File: config.mk
export PLATFORM = sky130hd
export DESIGN_NAME = preemptive_priority_ready_queue
export DESIGN_NICKNAME = d
export VERILOG_FILES = /design/src/ppq_pkg.sv /design/src/ppq_task_table.sv /design/src/ppq_sort_cell.sv /design/src/ppq_fifo_cell.sv /design/src/preemptive_priority_ready_queue.sv
export SDC_FILE = /design/constraint.sdc
export NUM_CORES = 1
export LEC_CHECK = 0
export BUFFER_PORTS_ARGS = -buffer_cell sky130_fd_sc_hd__buf_2
export CAP_MARGIN = 20
export CORE_UTILIZATION = 60
export DETAILED_ROUTE_END_ITERATION = 16
export GPL_TIMING_DRIVEN = 0
export HOLD_SLACK_MARGIN = 0.03
export PLACE_DENSITY = 0.76
export REMOVE_ABC_BUFFERS = 1
export SETUP_SLACK_MARGIN = 0.2
export SYNTH_ARGS = -nofsm -noshare
export SYNTH_HDL_FRONTEND = slang
export SYNTH_SLANG_ARGS = --single-unit
File: constraint.sdc
create_clock -name aclk -period 9.5 [get_ports aclk]
set_input_delay 1.9 -clock aclk [delete_from_list [all_inputs] [get_ports aclk]]
set_output_delay 1.9 -clock aclk [all_outputs]
set_load 0.02 [all_outputs]
File: src/ppq_pkg.sv
// shared types and constants of the preemptive priority ready queue
package ppq_pkg;

    localparam int ID_W   = 4;
    localparam int PRIO_W = 8;

    localparam logic [1:0] CMD_REGISTER = 2'd0;
    localparam logic [1:0] CMD_ENQUEUE  = 2'd1;
    localparam logic [1:0] CMD_DISPATCH = 2'd2;

    localparam logic [PRIO_W-1:0] AGING_RESET = 8'h0A;

    typedef struct packed {
        logic [1:0]        command;
        logic [ID_W-1:0]   task_id;
        logic [PRIO_W-1:0] priority_req;
        logic              protection_active;
    } sched_req_t;

    typedef struct packed {
        logic [ID_W-1:0]   next_task;
        logic              preempted;
        logic              dropped;
        logic              switch_request;
        logic [PRIO_W-1:0] running_priority;
    } sched_res_t;

    typedef struct packed {
        logic              valid;
        logic [ID_W-1:0]   id;
        logic [PRIO_W-1:0] prio;
    } ready_ent_t;

    typedef struct packed {
        logic            valid;
        logic [ID_W-1:0] id;
    } fifo_ent_t;

    typedef struct packed {
        logic              insert;
        logic              pop;
        logic [ID_W-1:0]   id;
        logic [PRIO_W-1:0] prio;
    } sort_op_t;

    typedef struct packed {
        logic            push;
        logic            pop;
        logic [ID_W-1:0] id;
    } fifo_op_t;

    typedef struct packed {
        logic              en;
        logic [ID_W-1:0]   id;
        logic [PRIO_W-1:0] base;
        logic [PRIO_W-1:0] cur;
    } table_wr_t;

endpackage

File: src/ppq_task_table.sv
// task priority table: base and current priority per task, one read and one write port
module ppq_task_table #(
    parameter int TASK_COUNT = 16
) (
    input  logic                        aclk,
    input  logic                        aresetn,
    input  logic [ppq_pkg::ID_W-1:0]    rd_id,
    input  ppq_pkg::table_wr_t          wr,
    output logic [ppq_pkg::PRIO_W-1:0]  rd_base,
    output logic [ppq_pkg::PRIO_W-1:0]  rd_cur
);

    localparam int AW = (TASK_COUNT > 1) ? $clog2(TASK_COUNT) : 1;
    localparam int EW = AW + ppq_pkg::ID_W;

    logic [ppq_pkg::PRIO_W-1:0] base_mem [TASK_COUNT];
    logic [ppq_pkg::PRIO_W-1:0] cur_mem  [TASK_COUNT];
    logic [TASK_COUNT-1:0]      valid_reg;
    logic [ppq_pkg::PRIO_W-1:0] rd_base_reg;
    logic [ppq_pkg::PRIO_W-1:0] rd_cur_reg;

    logic [EW-1:0] rd_ext;
    logic [EW-1:0] wr_ext;
    logic [AW-1:0] rd_addr;
    logic [AW-1:0] wr_addr;
    logic          rd_hit;
    logic          wr_hit;

    assign rd_ext  = EW'(rd_id);
    assign wr_ext  = EW'(wr.id);
    assign rd_addr = rd_ext[AW-1:0];
    assign wr_addr = wr_ext[AW-1:0];
    assign rd_hit  = (rd_ext < EW'(TASK_COUNT));
    assign wr_hit  = wr.en && (wr_ext < EW'(TASK_COUNT));

    always_ff @(posedge aclk) begin
        if (!aresetn) begin
            valid_reg <= '0;
        end else if (wr_hit) begin
            valid_reg[wr_addr] <= 1'b1;
        end
    end

    always_ff @(posedge aclk) begin
        if (wr_hit) begin
            base_mem[wr_addr] <= wr.base;
            cur_mem[wr_addr]  <= wr.cur;
        end
        if (rd_hit && valid_reg[rd_addr]) begin
            rd_base_reg <= base_mem[rd_addr];
            rd_cur_reg  <= cur_mem[rd_addr];
        end else begin
            rd_base_reg <= '0;
            rd_cur_reg  <= '0;
        end
    end

    assign rd_base = rd_base_reg;
    assign rd_cur  = rd_cur_reg;

endmodule

File: src/ppq_sort_cell.sv
// one cell of the sorted ready queue: holds an entry, shifts down on insert and up on pop
module ppq_sort_cell (
    input  logic                aclk,
    input  logic                aresetn,
    input  ppq_pkg::sort_op_t   op,
    input  logic                prev_stay,
    input  ppq_pkg::ready_ent_t prev_ent,
    input  ppq_pkg::ready_ent_t next_ent,
    output ppq_pkg::ready_ent_t ent,
    output logic                stay
);

    logic                       valid_reg;
    logic [ppq_pkg::ID_W-1:0]   id_reg;
    logic [ppq_pkg::PRIO_W-1:0] prio_reg;

    // entry keeps its place when it ranks at or above the new one
    assign stay = valid_reg && (prio_reg >= op.prio);

    always_ff @(posedge aclk) begin
        if (!aresetn) begin
            valid_reg <= 1'b0;
        end else if (op.insert && !stay) begin
            valid_reg <= prev_stay ? 1'b1 : prev_ent.valid;
        end else if (op.pop) begin
            valid_reg <= next_ent.valid;
        end
    end

    always_ff @(posedge aclk) begin
        if (op.insert && !stay) begin
            if (prev_stay) begin
                id_reg   <= op.id;
                prio_reg <= op.prio;
            end else begin
                id_reg   <= prev_ent.id;
                prio_reg <= prev_ent.prio;
            end
        end else if (op.pop) begin
            id_reg   <= next_ent.id;
            prio_reg <= next_ent.prio;
        end
    end

    assign ent.valid = valid_reg;
    assign ent.id    = id_reg;
    assign ent.prio  = prio_reg;

endmodule

File: src/ppq_fifo_cell.sv
// one cell of the preempted-task fifo: fills at the tail, shifts up on pop
module ppq_fifo_cell (
    input  logic               aclk,
    input  logic               aresetn,
    input  ppq_pkg::fifo_op_t  op,
    input  logic               prev_valid,
    input  ppq_pkg::fifo_ent_t next_ent,
    output ppq_pkg::fifo_ent_t ent
);

    logic                     valid_reg;
    logic [ppq_pkg::ID_W-1:0] id_reg;
    logic                     load;

    assign load = op.push && !valid_reg && prev_valid;

    always_ff @(posedge aclk) begin
        if (!aresetn) begin
            valid_reg <= 1'b0;
        end else if (load) begin
            valid_reg <= 1'b1;
        end else if (op.pop) begin
            valid_reg <= next_ent.valid;
        end
    end

    always_ff @(posedge aclk) begin
        if (load) begin
            id_reg <= op.id;
        end else if (op.pop) begin
            id_reg <= next_ent.id;
        end
    end

    assign ent.valid = valid_reg;
    assign ent.id    = id_reg;

endmodule

File: src/preemptive_priority_ready_queue.sv
// top level of the preemptive priority ready queue scheduler
//
// channel  | dir | handshake          | payload
// ---------+-----+--------------------+-------------------------------
// request  | in  | s_valid / s_ready  | s_req  (ppq_pkg::sched_req_t)
// result   | out | m_valid / m_ready  | m_res  (ppq_pkg::sched_res_t)
// config   | in  | cfg_wr_en          | cfg_wr_data (aging threshold)
//
// each request passes from accept through result load: accept with task
// table read, execute, fifo head table read, result load; the next request
// is accepted only after the result of the last one has loaded
// the task table is read at accept, written in execute, and read for the fifo head
// from then until the result loads
// aresetn is synchronous and clears both queues, the running task and the table
// a result held by m_ready low stalls only the result load step of the next request
module preemptive_priority_ready_queue #(
    parameter int QUEUE_DEPTH = 16,
    parameter int TASK_COUNT  = 16
) (
    input  logic                       aclk,
    input  logic                       aresetn,
    input  logic                       s_valid,
    output logic                       s_ready,
    input  ppq_pkg::sched_req_t        s_req,
    output logic                       m_valid,
    input  logic                       m_ready,
    output ppq_pkg::sched_res_t        m_res,
    input  logic                       cfg_wr_en,
    input  logic [ppq_pkg::PRIO_W-1:0] cfg_wr_data
);

    typedef enum logic [3:0] {
        ST_IDLE = 4'b0001,
        ST_EXEC = 4'b0010,
        ST_TEST = 4'b0100,
        ST_DONE = 4'b1000
    } state_t;

    state_t state_reg;
    state_t state_next;

    ppq_pkg::sched_req_t        req_reg;
    logic [ppq_pkg::ID_W-1:0]   addr_reg;
    logic [ppq_pkg::PRIO_W-1:0] thr_reg;
    logic [ppq_pkg::ID_W-1:0]   run_task_reg;
    logic [ppq_pkg::ID_W-1:0]   run_task_next;
    logic [ppq_pkg::PRIO_W-1:0] run_prio_reg;
    logic [ppq_pkg::PRIO_W-1:0] run_prio_next;
    logic [ppq_pkg::ID_W-1:0]   next_task_reg;
    logic [ppq_pkg::ID_W-1:0]   next_task_next;
    logic                       pre_reg;
    logic                       pre_next;
    logic                       drop_reg;
    logic                       drop_next;
    logic                       m_valid_reg;
    ppq_pkg::sched_res_t        m_res_reg;

    ppq_pkg::ready_ent_t ready_ent [QUEUE_DEPTH];
    logic                ready_stay [QUEUE_DEPTH];
    ppq_pkg::fifo_ent_t  fifo_ent [QUEUE_DEPTH];
    ppq_pkg::sort_op_t   sort_op;
    ppq_pkg::fifo_op_t   fifo_op;
    ppq_pkg::table_wr_t  tbl_wr;

    logic [ppq_pkg::ID_W-1:0]   accept_id;
    logic [ppq_pkg::ID_W-1:0]   rd_id;
    logic [ppq_pkg::PRIO_W-1:0] rd_base;
    logic [ppq_pkg::PRIO_W-1:0] rd_cur;
    logic [ppq_pkg::PRIO_W-1:0] aged;
    logic                       preempt;
    logic                       accept;
    logic                       load;
    logic                       switch_req;

    logic [QUEUE_DEPTH-1:0] ready_vld;
    logic [QUEUE_DEPTH-1:0] fifo_vld;
    logic [QUEUE_DEPTH-2:0] order_ok;

    // queue cells
    for (genvar i = 0; i < QUEUE_DEPTH; i++) begin : g_cells
        ppq_pkg::ready_ent_t prev_r;
        ppq_pkg::ready_ent_t next_r;
        ppq_pkg::fifo_ent_t  next_f;
        logic                prev_s;
        logic                prev_v;

        if (i == 0) begin : g_first
            assign prev_r = '0;
            assign prev_s = 1'b1;
            assign prev_v = 1'b1;
        end else begin : g_mid
            assign prev_r = ready_ent[i-1];
            assign prev_s = ready_stay[i-1];
            assign prev_v = fifo_ent[i-1].valid;
        end

        if (i == QUEUE_DEPTH - 1) begin : g_last
            assign next_r = '0;
            assign next_f = '0;
        end else begin : g_inner
            assign next_r = ready_ent[i+1];
            assign next_f = fifo_ent[i+1];
        end

        ppq_sort_cell u_sort (
            .aclk      (aclk),
            .aresetn   (aresetn),
            .op        (sort_op),
            .prev_stay (prev_s),
            .prev_ent  (prev_r),
            .next_ent  (next_r),
            .ent       (ready_ent[i]),
            .stay      (ready_stay[i])
        );

        ppq_fifo_cell u_fifo (
            .aclk       (aclk),
            .aresetn    (aresetn),
            .op         (fifo_op),
            .prev_valid (prev_v),
            .next_ent   (next_f),
            .ent        (fifo_ent[i])
        );

        assign ready_vld[i] = ready_ent[i].valid;
        assign fifo_vld[i]  = fifo_ent[i].valid;

        if (i < QUEUE_DEPTH - 1) begin : g_order
            assign order_ok[i] = !ready_ent[i+1].valid ||
                                 (ready_ent[i].prio >= ready_ent[i+1].prio);
        end
    end

    ppq_task_table #(
        .TASK_COUNT (TASK_COUNT)
    ) u_table (
        .aclk    (aclk),
        .aresetn (aresetn),
        .rd_id   (rd_id),
        .wr      (tbl_wr),
        .rd_base (rd_base),
        .rd_cur  (rd_cur)
    );

    assign s_ready = (state_reg == ST_IDLE);
    assign accept  = s_valid && s_ready;
    assign load    = (state_reg == ST_DONE) && (!m_valid_reg || m_ready);

    // table address: dispatch reads the task it will pick
    always_comb begin
        if (s_req.command == ppq_pkg::CMD_DISPATCH) begin
            if (fifo_ent[0].valid) begin
                accept_id = fifo_ent[0].id;
            end else if (ready_ent[0].valid) begin
                accept_id = ready_ent[0].id;
            end else begin
                accept_id = '0;
            end
        end else begin
            accept_id = s_req.task_id;
        end
    end

    // fifo head stays addressed while the result waits
    assign rd_id = ((state_reg == ST_TEST) || (state_reg == ST_DONE)) ? fifo_ent[0].id :
                   accept_id;

    assign preempt = (req_reg.priority_req > run_prio_reg) && (run_task_reg != '0) &&
                     !req_reg.protection_active;

    always_comb begin
        aged = rd_cur;
        if ((rd_cur < thr_reg) && (rd_cur != '0)) begin
            aged = rd_cur - 8'd1;
        end
        if (aged == '0) begin
            aged = rd_base;
        end
    end

    always_comb begin
        sort_op        = '0;
        fifo_op        = '0;
        tbl_wr         = '0;
        run_task_next  = run_task_reg;
        run_prio_next  = run_prio_reg;
        next_task_next = '0;
        pre_next       = 1'b0;
        drop_next      = 1'b0;
        if (state_reg == ST_EXEC) begin
            unique case (req_reg.command)
                ppq_pkg::CMD_REGISTER: begin
                    tbl_wr.en   = 1'b1;
                    tbl_wr.id   = addr_reg;
                    tbl_wr.base = req_reg.priority_req;
                    tbl_wr.cur  = req_reg.priority_req;
                end
                ppq_pkg::CMD_ENQUEUE: begin
                    if (preempt) begin
                        if (fifo_ent[QUEUE_DEPTH-1].valid) begin
                            drop_next = 1'b1;
                        end else begin
                            fifo_op.push = 1'b1;
                            fifo_op.id   = run_task_reg;
                        end
                        run_task_next  = req_reg.task_id;
                        run_prio_next  = rd_cur;
                        next_task_next = req_reg.task_id;
                        pre_next       = 1'b1;
                    end else if (ready_ent[QUEUE_DEPTH-1].valid) begin
                        drop_next = 1'b1;
                    end else begin
                        sort_op.insert = 1'b1;
                        sort_op.id     = req_reg.task_id;
                        sort_op.prio   = req_reg.priority_req;
                    end
                end
                ppq_pkg::CMD_DISPATCH: begin
                    if (fifo_ent[0].valid) begin
                        fifo_op.pop   = 1'b1;
                        run_prio_next = rd_cur;
                    end else if (ready_ent[0].valid) begin
                        sort_op.pop   = 1'b1;
                        run_prio_next = ready_ent[0].prio;
                    end else begin
                        run_prio_next = '0;
                    end
                    run_task_next  = addr_reg;
                    next_task_next = addr_reg;
                    tbl_wr.en      = 1'b1;
                    tbl_wr.id      = addr_reg;
                    tbl_wr.base    = rd_base;
                    tbl_wr.cur     = aged;
                end
                default: begin
                end
            endcase
        end
    end

    assign switch_req = (ready_ent[0].valid && (run_prio_reg < ready_ent[0].prio)) ||
                        (fifo_ent[0].valid && (run_prio_reg < rd_cur));

    always_comb begin
        state_next = state_reg;
        unique case (state_reg)
            ST_IDLE: begin
                if (s_valid) begin
                    state_next = ST_EXEC;
                end
            end
            ST_EXEC: state_next = ST_TEST;
            ST_TEST: state_next = ST_DONE;
            ST_DONE: begin
                if (!m_valid_reg || m_ready) begin
                    state_next = ST_IDLE;
                end
            end
            default: state_next = ST_IDLE;
        endcase
    end

    always_ff @(posedge aclk) begin
        if (!aresetn) begin
            state_reg    <= ST_IDLE;
            thr_reg      <= ppq_pkg::AGING_RESET;
            run_task_reg <= '0;
            run_prio_reg <= '0;
            m_valid_reg  <= 1'b0;
        end else begin
            state_reg    <= state_next;
            run_task_reg <= run_task_next;
            run_prio_reg <= run_prio_next;
            if (cfg_wr_en) begin
                thr_reg <= cfg_wr_data;
            end
            if (load) begin
                m_valid_reg <= 1'b1;
            end else if (m_ready) begin
                m_valid_reg <= 1'b0;
            end
        end
    end

    always_ff @(posedge aclk) begin
        if (accept) begin
            req_reg  <= s_req;
            addr_reg <= accept_id;
        end
        if (state_reg == ST_EXEC) begin
            next_task_reg <= next_task_next;
            pre_reg       <= pre_next;
            drop_reg      <= drop_next;
        end
        if (load) begin
            m_res_reg.next_task        <= next_task_reg;
            m_res_reg.preempted        <= pre_reg;
            m_res_reg.dropped          <= drop_reg;
            m_res_reg.switch_request   <= switch_req;
            m_res_reg.running_priority <= run_prio_reg;
        end
    end

    assign m_valid = m_valid_reg;
    assign m_res   = m_res_reg;

    // ready queue entries stay packed at the head
    assert property (@(posedge aclk) disable iff (!aresetn)
        ((ready_vld & (ready_vld + QUEUE_DEPTH'(1))) == '0))
        else $error("ready queue has a gap");

    // preempted fifo entries stay packed at the head
    assert property (@(posedge aclk) disable iff (!aresetn)
        ((fifo_vld & (fifo_vld + QUEUE_DEPTH'(1))) == '0))
        else $error("preempted fifo has a gap");

    // ready queue stays in descending priority order
    assert property (@(posedge aclk) disable iff (!aresetn)
        (&order_ok))
        else $error("ready queue out of order");

    // the execute step is always followed by the fifo head read step
    assert property (@(posedge aclk) disable iff (!aresetn)
        (state_reg == ST_EXEC) |=> (state_reg == ST_TEST))
        else $error("sequencer skipped the fifo head read");

endmodule
==> run_results.csv, run 1 <==
group,metric,value,unit
timing,setup_viol,0,
timing,max_slew_margin,15.8,%
timing,setup-tns-final,0,ps
floorplan,io_pins,45,
worst_setup_path,crit_required,9680,ps
final_layout,syn2layout_area_growth,10.8,%
timing,finalClockSkew,28.6,ps
pwr,power.total,6.09,mW
worst_setup_path,reg2reg_depth,15,
clocking,cts_setup_buffers,0,
worst_setup_path,r2r_slack,2080,ps
clocking,cts.path.max_buffers,3,
final_layout,final_core_util,67.7,%
route,wirelength,77.0,mm
route,drtIter0Drc,1982,
synthesis,yosys_most_used_dff,"edfxtp_1",
floorplan,die_w,231,µm
synthesis,ys_ff_latch,641,
grt,grt_pass1_wl,119,mm
clocking,cts.repair.resized,0,
synthesis,synth_cell_type_count,58,
clocking,clock-root-buffer,"clkbuf_16",
route,via_per_inst,6.40,
worst_setup_path,r2r_end,"g_cells[1].u_sort.prio_reg[5]$_DFFE_PP_",
clocking,cts-buffers-inserted,68,
worst_setup_path,crit_arrival,7600,ps
run_status,status,"complete, no violations",
placed_design,hpwl,51.3,mm
timing,fin_crit,7420,ps
synthesis,synth_top_area_share,52.6,%
final_layout,drive_gt1_share,16.1,%
final_layout,multi_input_area,0.0124,mm²
final_layout,diodes,0,
clocking,cts_tree,"done",
final_layout,fin_area,0.0350,mm²
route,drc,0,
grt,grt_max_degree,93,
timing,fmax,135,MHz
pwr,leakage,12.7,nW
placed_design,dp.cells,3137,
pwr,ir_drop,0.153,mV
floorplan,die_h,231,µm
worst_setup_path,crit_type,"reg2reg",
synthesis,ys_warn_count,0,
synthesis,yosysTopAreaCell,"edfxtp_1",
timing,fin_crit_sh,78.1,%
synthesis,synth_area,0.0315,mm²
worst_setup_path,cp_cell_sequence,"inv_1 -> ha_1 -> nand4_1 -> nor2_1 -> nor3_1 -> o32ai_4 -> buf_8 -> nand2_1 -> ha_1 -> a21o_1 -> a21oi_1 -> o21ai_0 -> o221a_2 -> nand2b_1 -> nand2_1",
synthesis,synthArstFlopShare,0,%
worst_setup_path,cpPeakStageDelay,1140,ps
final_layout,register_area,0.0184,mm²
timing,worstMarginPinSlew,1260,ps
grt,overflow,0,
route,vias,20900,
worst_setup_path,crit-reg2reg-launch,"req_reg[1]$_DFFE_PP_",
synthesis,synth_edf_count,552,
placed_design,gp_congestion,0.884,
worst_setup_path,cp-startpoint,"req_reg[1]$_DFFE_PP_",
route,ant_nets,0,
synthesis,synthCells,2530,
clocking,cts-htree-levels,3,
hold_path,worstHoldStart,"next_task_reg[2]$_DFFE_PP_",
clocking,clkTransAtPathRegs,60,ps
placed_design,postPlaceCellArea,0.0327,mm²
floorplan,dieArea,0.0535,mm²
clocking,hold_buffers,0,
job,max_cap_viol_count,0,
worst_setup_path,end_kind,"register",
clocking,clk_latency,620,ps
route,first_pass_iters,6,
hold_path,worst_hold_path_type,"reg2reg",
worst_setup_path,cpMaxStageDelayCell,"edfxtp_1",
final_layout,stdcell_count,3267,
final_layout,nFillCells,3560,
clocking,clock-sinks,641,
floorplan,core_area,0.0516,mm²
timing,slew_violations,0,
synthesis,synth.most_common_cell,"edfxtp_1",
grt,grt_pass1_vias,21100,
floorplan,start_util,61.1,%
timing,rsz0062_at_grt,"false",
worst_setup_path,cp_max_fo,27,
timing,hold_viol,0,
grt,antenna_found_initial,0,
route,wl_per_cell,23.6,µm
final_layout,nets,2716,
grt,grt_use_total,29.1,%
synthesis,ys_seq_area_share,58.2,%
worst_setup_path,endpoint,"g_cells[1].u_sort.prio_reg[5]$_DFFE_PP_",
floorplan,row_count,83,
synthesis,ys_top_cells_by_count,"edfxtp_1, nand2_1, mux2i_1",
synthesis,synth_area_leaders,"edfxtp_1, mux2i_1, ha_1",
worst_setup_path,start_kind,"register",
pwr,p_per_area,174,mW/mm²
placed_design,io_buffers,44,
synthesis,postSynthAreaPerCell,12.5,µm²
[per-stage QoR]
stage | setup slack [ps] | hold WS [ps]
after floorplan | -1970 | 400
after global placement | -6940 | 447
after detailed placement | 2390 | 405
after CTS | 2260 | 446
after global routing | 1780 | 454
final | 2080 | 456
[per-layer routing]
metal	share of wire [%]	vias to the layer above	GRT usage (%)	routed length [µm]
met2	45	931	44.6	34900
met5	0	-	0	0
li1	-	9482	-	-
met3	9.0	161	6.45	6890
met1	43	10300	40.6	33100
met4	2.8	0	10.6	2150
[cell usage in the layout, fill, tap and decap left out, types with 10 or more instances in the layout]
master and instances:
a211oi_1 28, a21o_1 42, a21oi_1 63, a22oi_1 11
a311oi_1 10, a41oi_2 10, and2_1 10, and3_1 18
buf_2 47, buf_4 22, buf_8 23, clkbuf_1 24
clkbuf_16 69, dfxtp_1 89, edfxtp_1 552, ha_1 154
inv_1 54, mux2_2 152, mux2i_1 260, nand2_1 295
nand2b_1 37, nand3_1 27, nor2_1 122, nor2_2 12
nor3b_2 13, o211ai_1 67, o21a_1 32, o21ai_0 192
o221a_2 15, or3_1 15
[worst max-delay path: cells and delay by family, from the launching register on]
kind / cells / cell delay [ps]
flip-flops: 1 / 1140
buffers and inverters: 2 / 670
AO/OA/AOI/OAI: 5 / 1490
AND/OR/NAND/NOR: 6 / 2650
adder cells (fa/ha/maj): 2 / 1000
[layout make-up]
cell class | count | share of cell area [%]
Sequential cell | 641 | 52.5
Multi-Input combinational cell | 1665 | 35.6
Clock buffer | 98 | 5.39
Timing Repair Buffer | 102 | 2.69
Tap cell | 680 | 2.43
Clock inverter | 25 | 0.805
Inverter | 56 | 0.605
[report_power, final]
part           total [mW]  switching [mW]  internal (mW)
Combinational       0.334           0.209          0.125
Clock                2.62            1.10           1.52
Sequential           3.13          0.0669           3.06
[cell families (layout without fill, tap and decap cells)]
kind of cell / Yosys count / in the layout / share of synthesized area [%]
AO/OA/AOI/OAI: 500 / 500 / 10.4
XOR/XNOR: 7 / 7 / 0.194
adder cells (fa/ha/maj): 154 / 154 / 6.11
buffers and inverters: 224 / 281 / 2.78
flip-flops: 641 / 641 / 58.2
multiplexers: 415 / 415 / 13.8
AND/OR/NAND/NOR: 589 / 589 / 8.45
[worst min-delay path by stage]
stage / to / depth (start not counted)
6_report: m_res[13]$_DFFE_PP_ / 0
5_1_grt: m_res[11]$_DFFE_PP_ / 0
4_1_cts: m_res[11]$_DFFE_PP_ / 0
3_5_place_dp: m_res[12]$_DFFE_PP_ / 0
3_3_place_gp: m_res[9]$_DFFE_PP_ / 0
2_1_floorplan: m_res[10]$_DFFE_PP_ / 0
No activity file was read; power rests on OpenSTA's default activity.
==> run 2: changes to the inputs <==
==> constraint.sdc (replaced) <==
create_clock -name aclk -period 6.95 [get_ports aclk]
set_input_delay 1.39 -clock aclk [delete_from_list [all_inputs] [get_ports aclk]]
set_output_delay 1.39 -clock aclk [all_outputs]
set_load 0.02 [all_outputs]
==> run 2 against run 1 <==
  * Flip-flop and latch count unchanged
  * Power grew 37%
  * Hold slack worse by 2.8 ps
  * Die area unchanged
  * Critical path depth fell by 1
  * Count of clock-buffer cells in the layout is the same
  * Utilization about the same
  * Clock power is 37% higher
  * Critical path type unchanged
  * Largest power group unchanged
==> run_results.csv, run 2 (same netlist as run 1, synthesis figures left out) <==
group,metric,value,unit
final_layout,fin_area,0.0350,mm²
timing,rsz0062_at_grt,"true",
clocking,cts-htree-levels,3,
clocking,clock-root-buffer,"clkbuf_16",
clocking,clk_latency,620,ps
placed_design,postPlaceCellArea,0.0327,mm²
grt,grt_busiest_layer,"met2",
route,first_pass_iters,6,
worst_setup_path,start_kind,"register",
final_layout,final_core_util,67.8,%
placed_design,hpwl,51.3,mm
hold_path,worstHoldStart,"next_task_reg[1]$_DFFE_PP_",
floorplan,die_w,231,µm
final_layout,syn2layout_area_growth,10.9,%
timing,setup_viol,0,
floorplan,core_area,0.0516,mm²
floorplan,row_count,83,
placed_design,io_buffers,44,
final_layout,mostFrequentLayoutCells,"edfxtp_1, nand2_1, mux2i_1, o21ai_0, ha_1",
pwr,leakage,12.8,nW
timing,fin_crit,6780,ps
route,via_per_inst,6.42,
timing,max_slew_margin,25.4,%
clocking,clkTransAtPathRegs,60,ps
pwr,ir_drop,0.209,mV
worst_setup_path,cpMaxStageDelayCell,"nand2b_1",
floorplan,start_util,61.1,%
worst_setup_path,cpPeakStageDelay,800,ps
placed_design,dp.cells,3137,
final_layout,register_area,0.0184,mm²
pwr,p_per_area,238,mW/mm²
worst_setup_path,crit_arrival,6960,ps
route,drtIter0Drc,1890,
worst_setup_path,end_kind,"register",
timing,fmax,147,MHz
grt,grt_pass1_vias,21100,
grt,grt_pass1_wl,120,mm
grt,antenna_found_initial,0,
final_layout,final_common_cell,"edfxtp_1",
worst_setup_path,crit-reg2reg-launch,"req_reg[5]$_DFFE_PP_",
route,vias,21000,
timing,worstMarginPinSlew,1120,ps
clocking,clock-sinks,641,
final_layout,nets,2719,
final_layout,stdcell_count,3270,
final_layout,diodes,0,
final_layout,multi_input_area,0.0124,mm²
timing,fin_crit_sh,97.6,%
route,drc,0,
clocking,cts-buffers-inserted,68,
clocking,cts_tree,"done",
grt,grt_use_total,29.3,%
worst_setup_path,cp_max_fo,27,
worst_setup_path,cp-startpoint,"req_reg[5]$_DFFE_PP_",
timing,hold_viol,0,
job,max_cap_viol_count,0,
grt,grt_max_degree,93,
clocking,cts.path.max_buffers,3,
route,wirelength,77.7,mm
floorplan,die_h,231,µm
route,ant_nets,0,
worst_setup_path,crit_required,7130,ps
worst_setup_path,crit_type,"reg2reg",
timing,finalClockSkew,28.8,ps
worst_setup_path,cp_cell_sequence,"ha_1 -> nand4_1 -> nor2_1 -> nor3_1 -> o32ai_4 -> buf_8 -> nand2_1 -> ha_1 -> a21o_1 -> a21oi_1 -> o21ai_0 -> o221a_2 -> nand2b_1 -> nand2_1",
floorplan,io_pins,45,
placed_design,gp_congestion,0.884,
route,wl_per_cell,23.8,µm
worst_setup_path,r2r_slack,170,ps
grt,grtUsageMet3,6.48,%
grt,grt_util_met2,44.9,%
timing,slew_violations,0,
hold_path,worst_hold_path_type,"reg2reg",
grt,grt_util_met1,41.0,%
grt,overflow,0,
final_layout,drive_gt1_share,16.4,%
run_status,status,"complete, no violations",
floorplan,dieArea,0.0535,mm²
final_layout,nFillCells,3552,
## run 2: worst paths after layout
kind,to,depth (start not counted)
worst max-delay path,g_cells[5].u_sort.id_reg[3]$_DFFE_PP_,14
worst min-delay path,m_res[12]$_DFFE_PP_,0
worst min register to register,m_res[12]$_DFFE_PP_,0
worst max register to register,g_cells[5].u_sort.id_reg[3]$_DFFE_PP_,14
## run 2: layout make-up
cell class                      count  area share, %
Sequential cell                   641           52.5
Inverter                           56          0.608
Clock buffer                       98           5.39
Tap cell                          680           2.43
Timing Repair Buffer              105           2.73
Clock inverter                     25          0.805
Multi-Input combinational cell   1665           35.5
## run 2: layer usage
layer	part of all wire [%]	routed length [µm]
met1	43	33100
met2	45	34900
met3	9.3	7250
met4	3.1	2390
met5	0	0
## run 2: per-stage QoR
step	TNS (ps)	setup slack, ps	hold slack [ps]	power, mW
2_1_floorplan	-63960	-4010	400	4.61
5_1_grt	-8070	-133	454	8.54
4_1_cts	0	290	446	8.35
6_report	0	166	454	8.32
3_5_place_dp	-10480	-160	405	4.79
3_3_place_gp	-1110080	-8980	447	4.78
## run 2: what timing repair did
| action | CTS | global route |
|---|---|---|
| hold buffers | 0 | 0 |
| setup endpoints to repair | 195 | 170 |
| resized for setup | 1 | 3 |
| cloned | 0 | 0 |
| hold endpoints to repair | 0 | 0 |
| buffers inserted | 4 | 0 |
## run 2: power by group
group	total [mW]	internal (mW)	switching [mW]
Combinational	0.471	0.172	0.298
Clock	3.58	2.08	1.50
Sequential	4.27	4.19	0.0846
## run 2: critical path: cells and delay by family (launching register included)
kind,cells,cell delay (ps)
flip-flops,1,790
AND/OR/NAND/NOR,6,2810
adder cells (fa/ha/maj),2,1070
AO/OA/AOI/OAI,5,1410
buffers and inverters,1,240
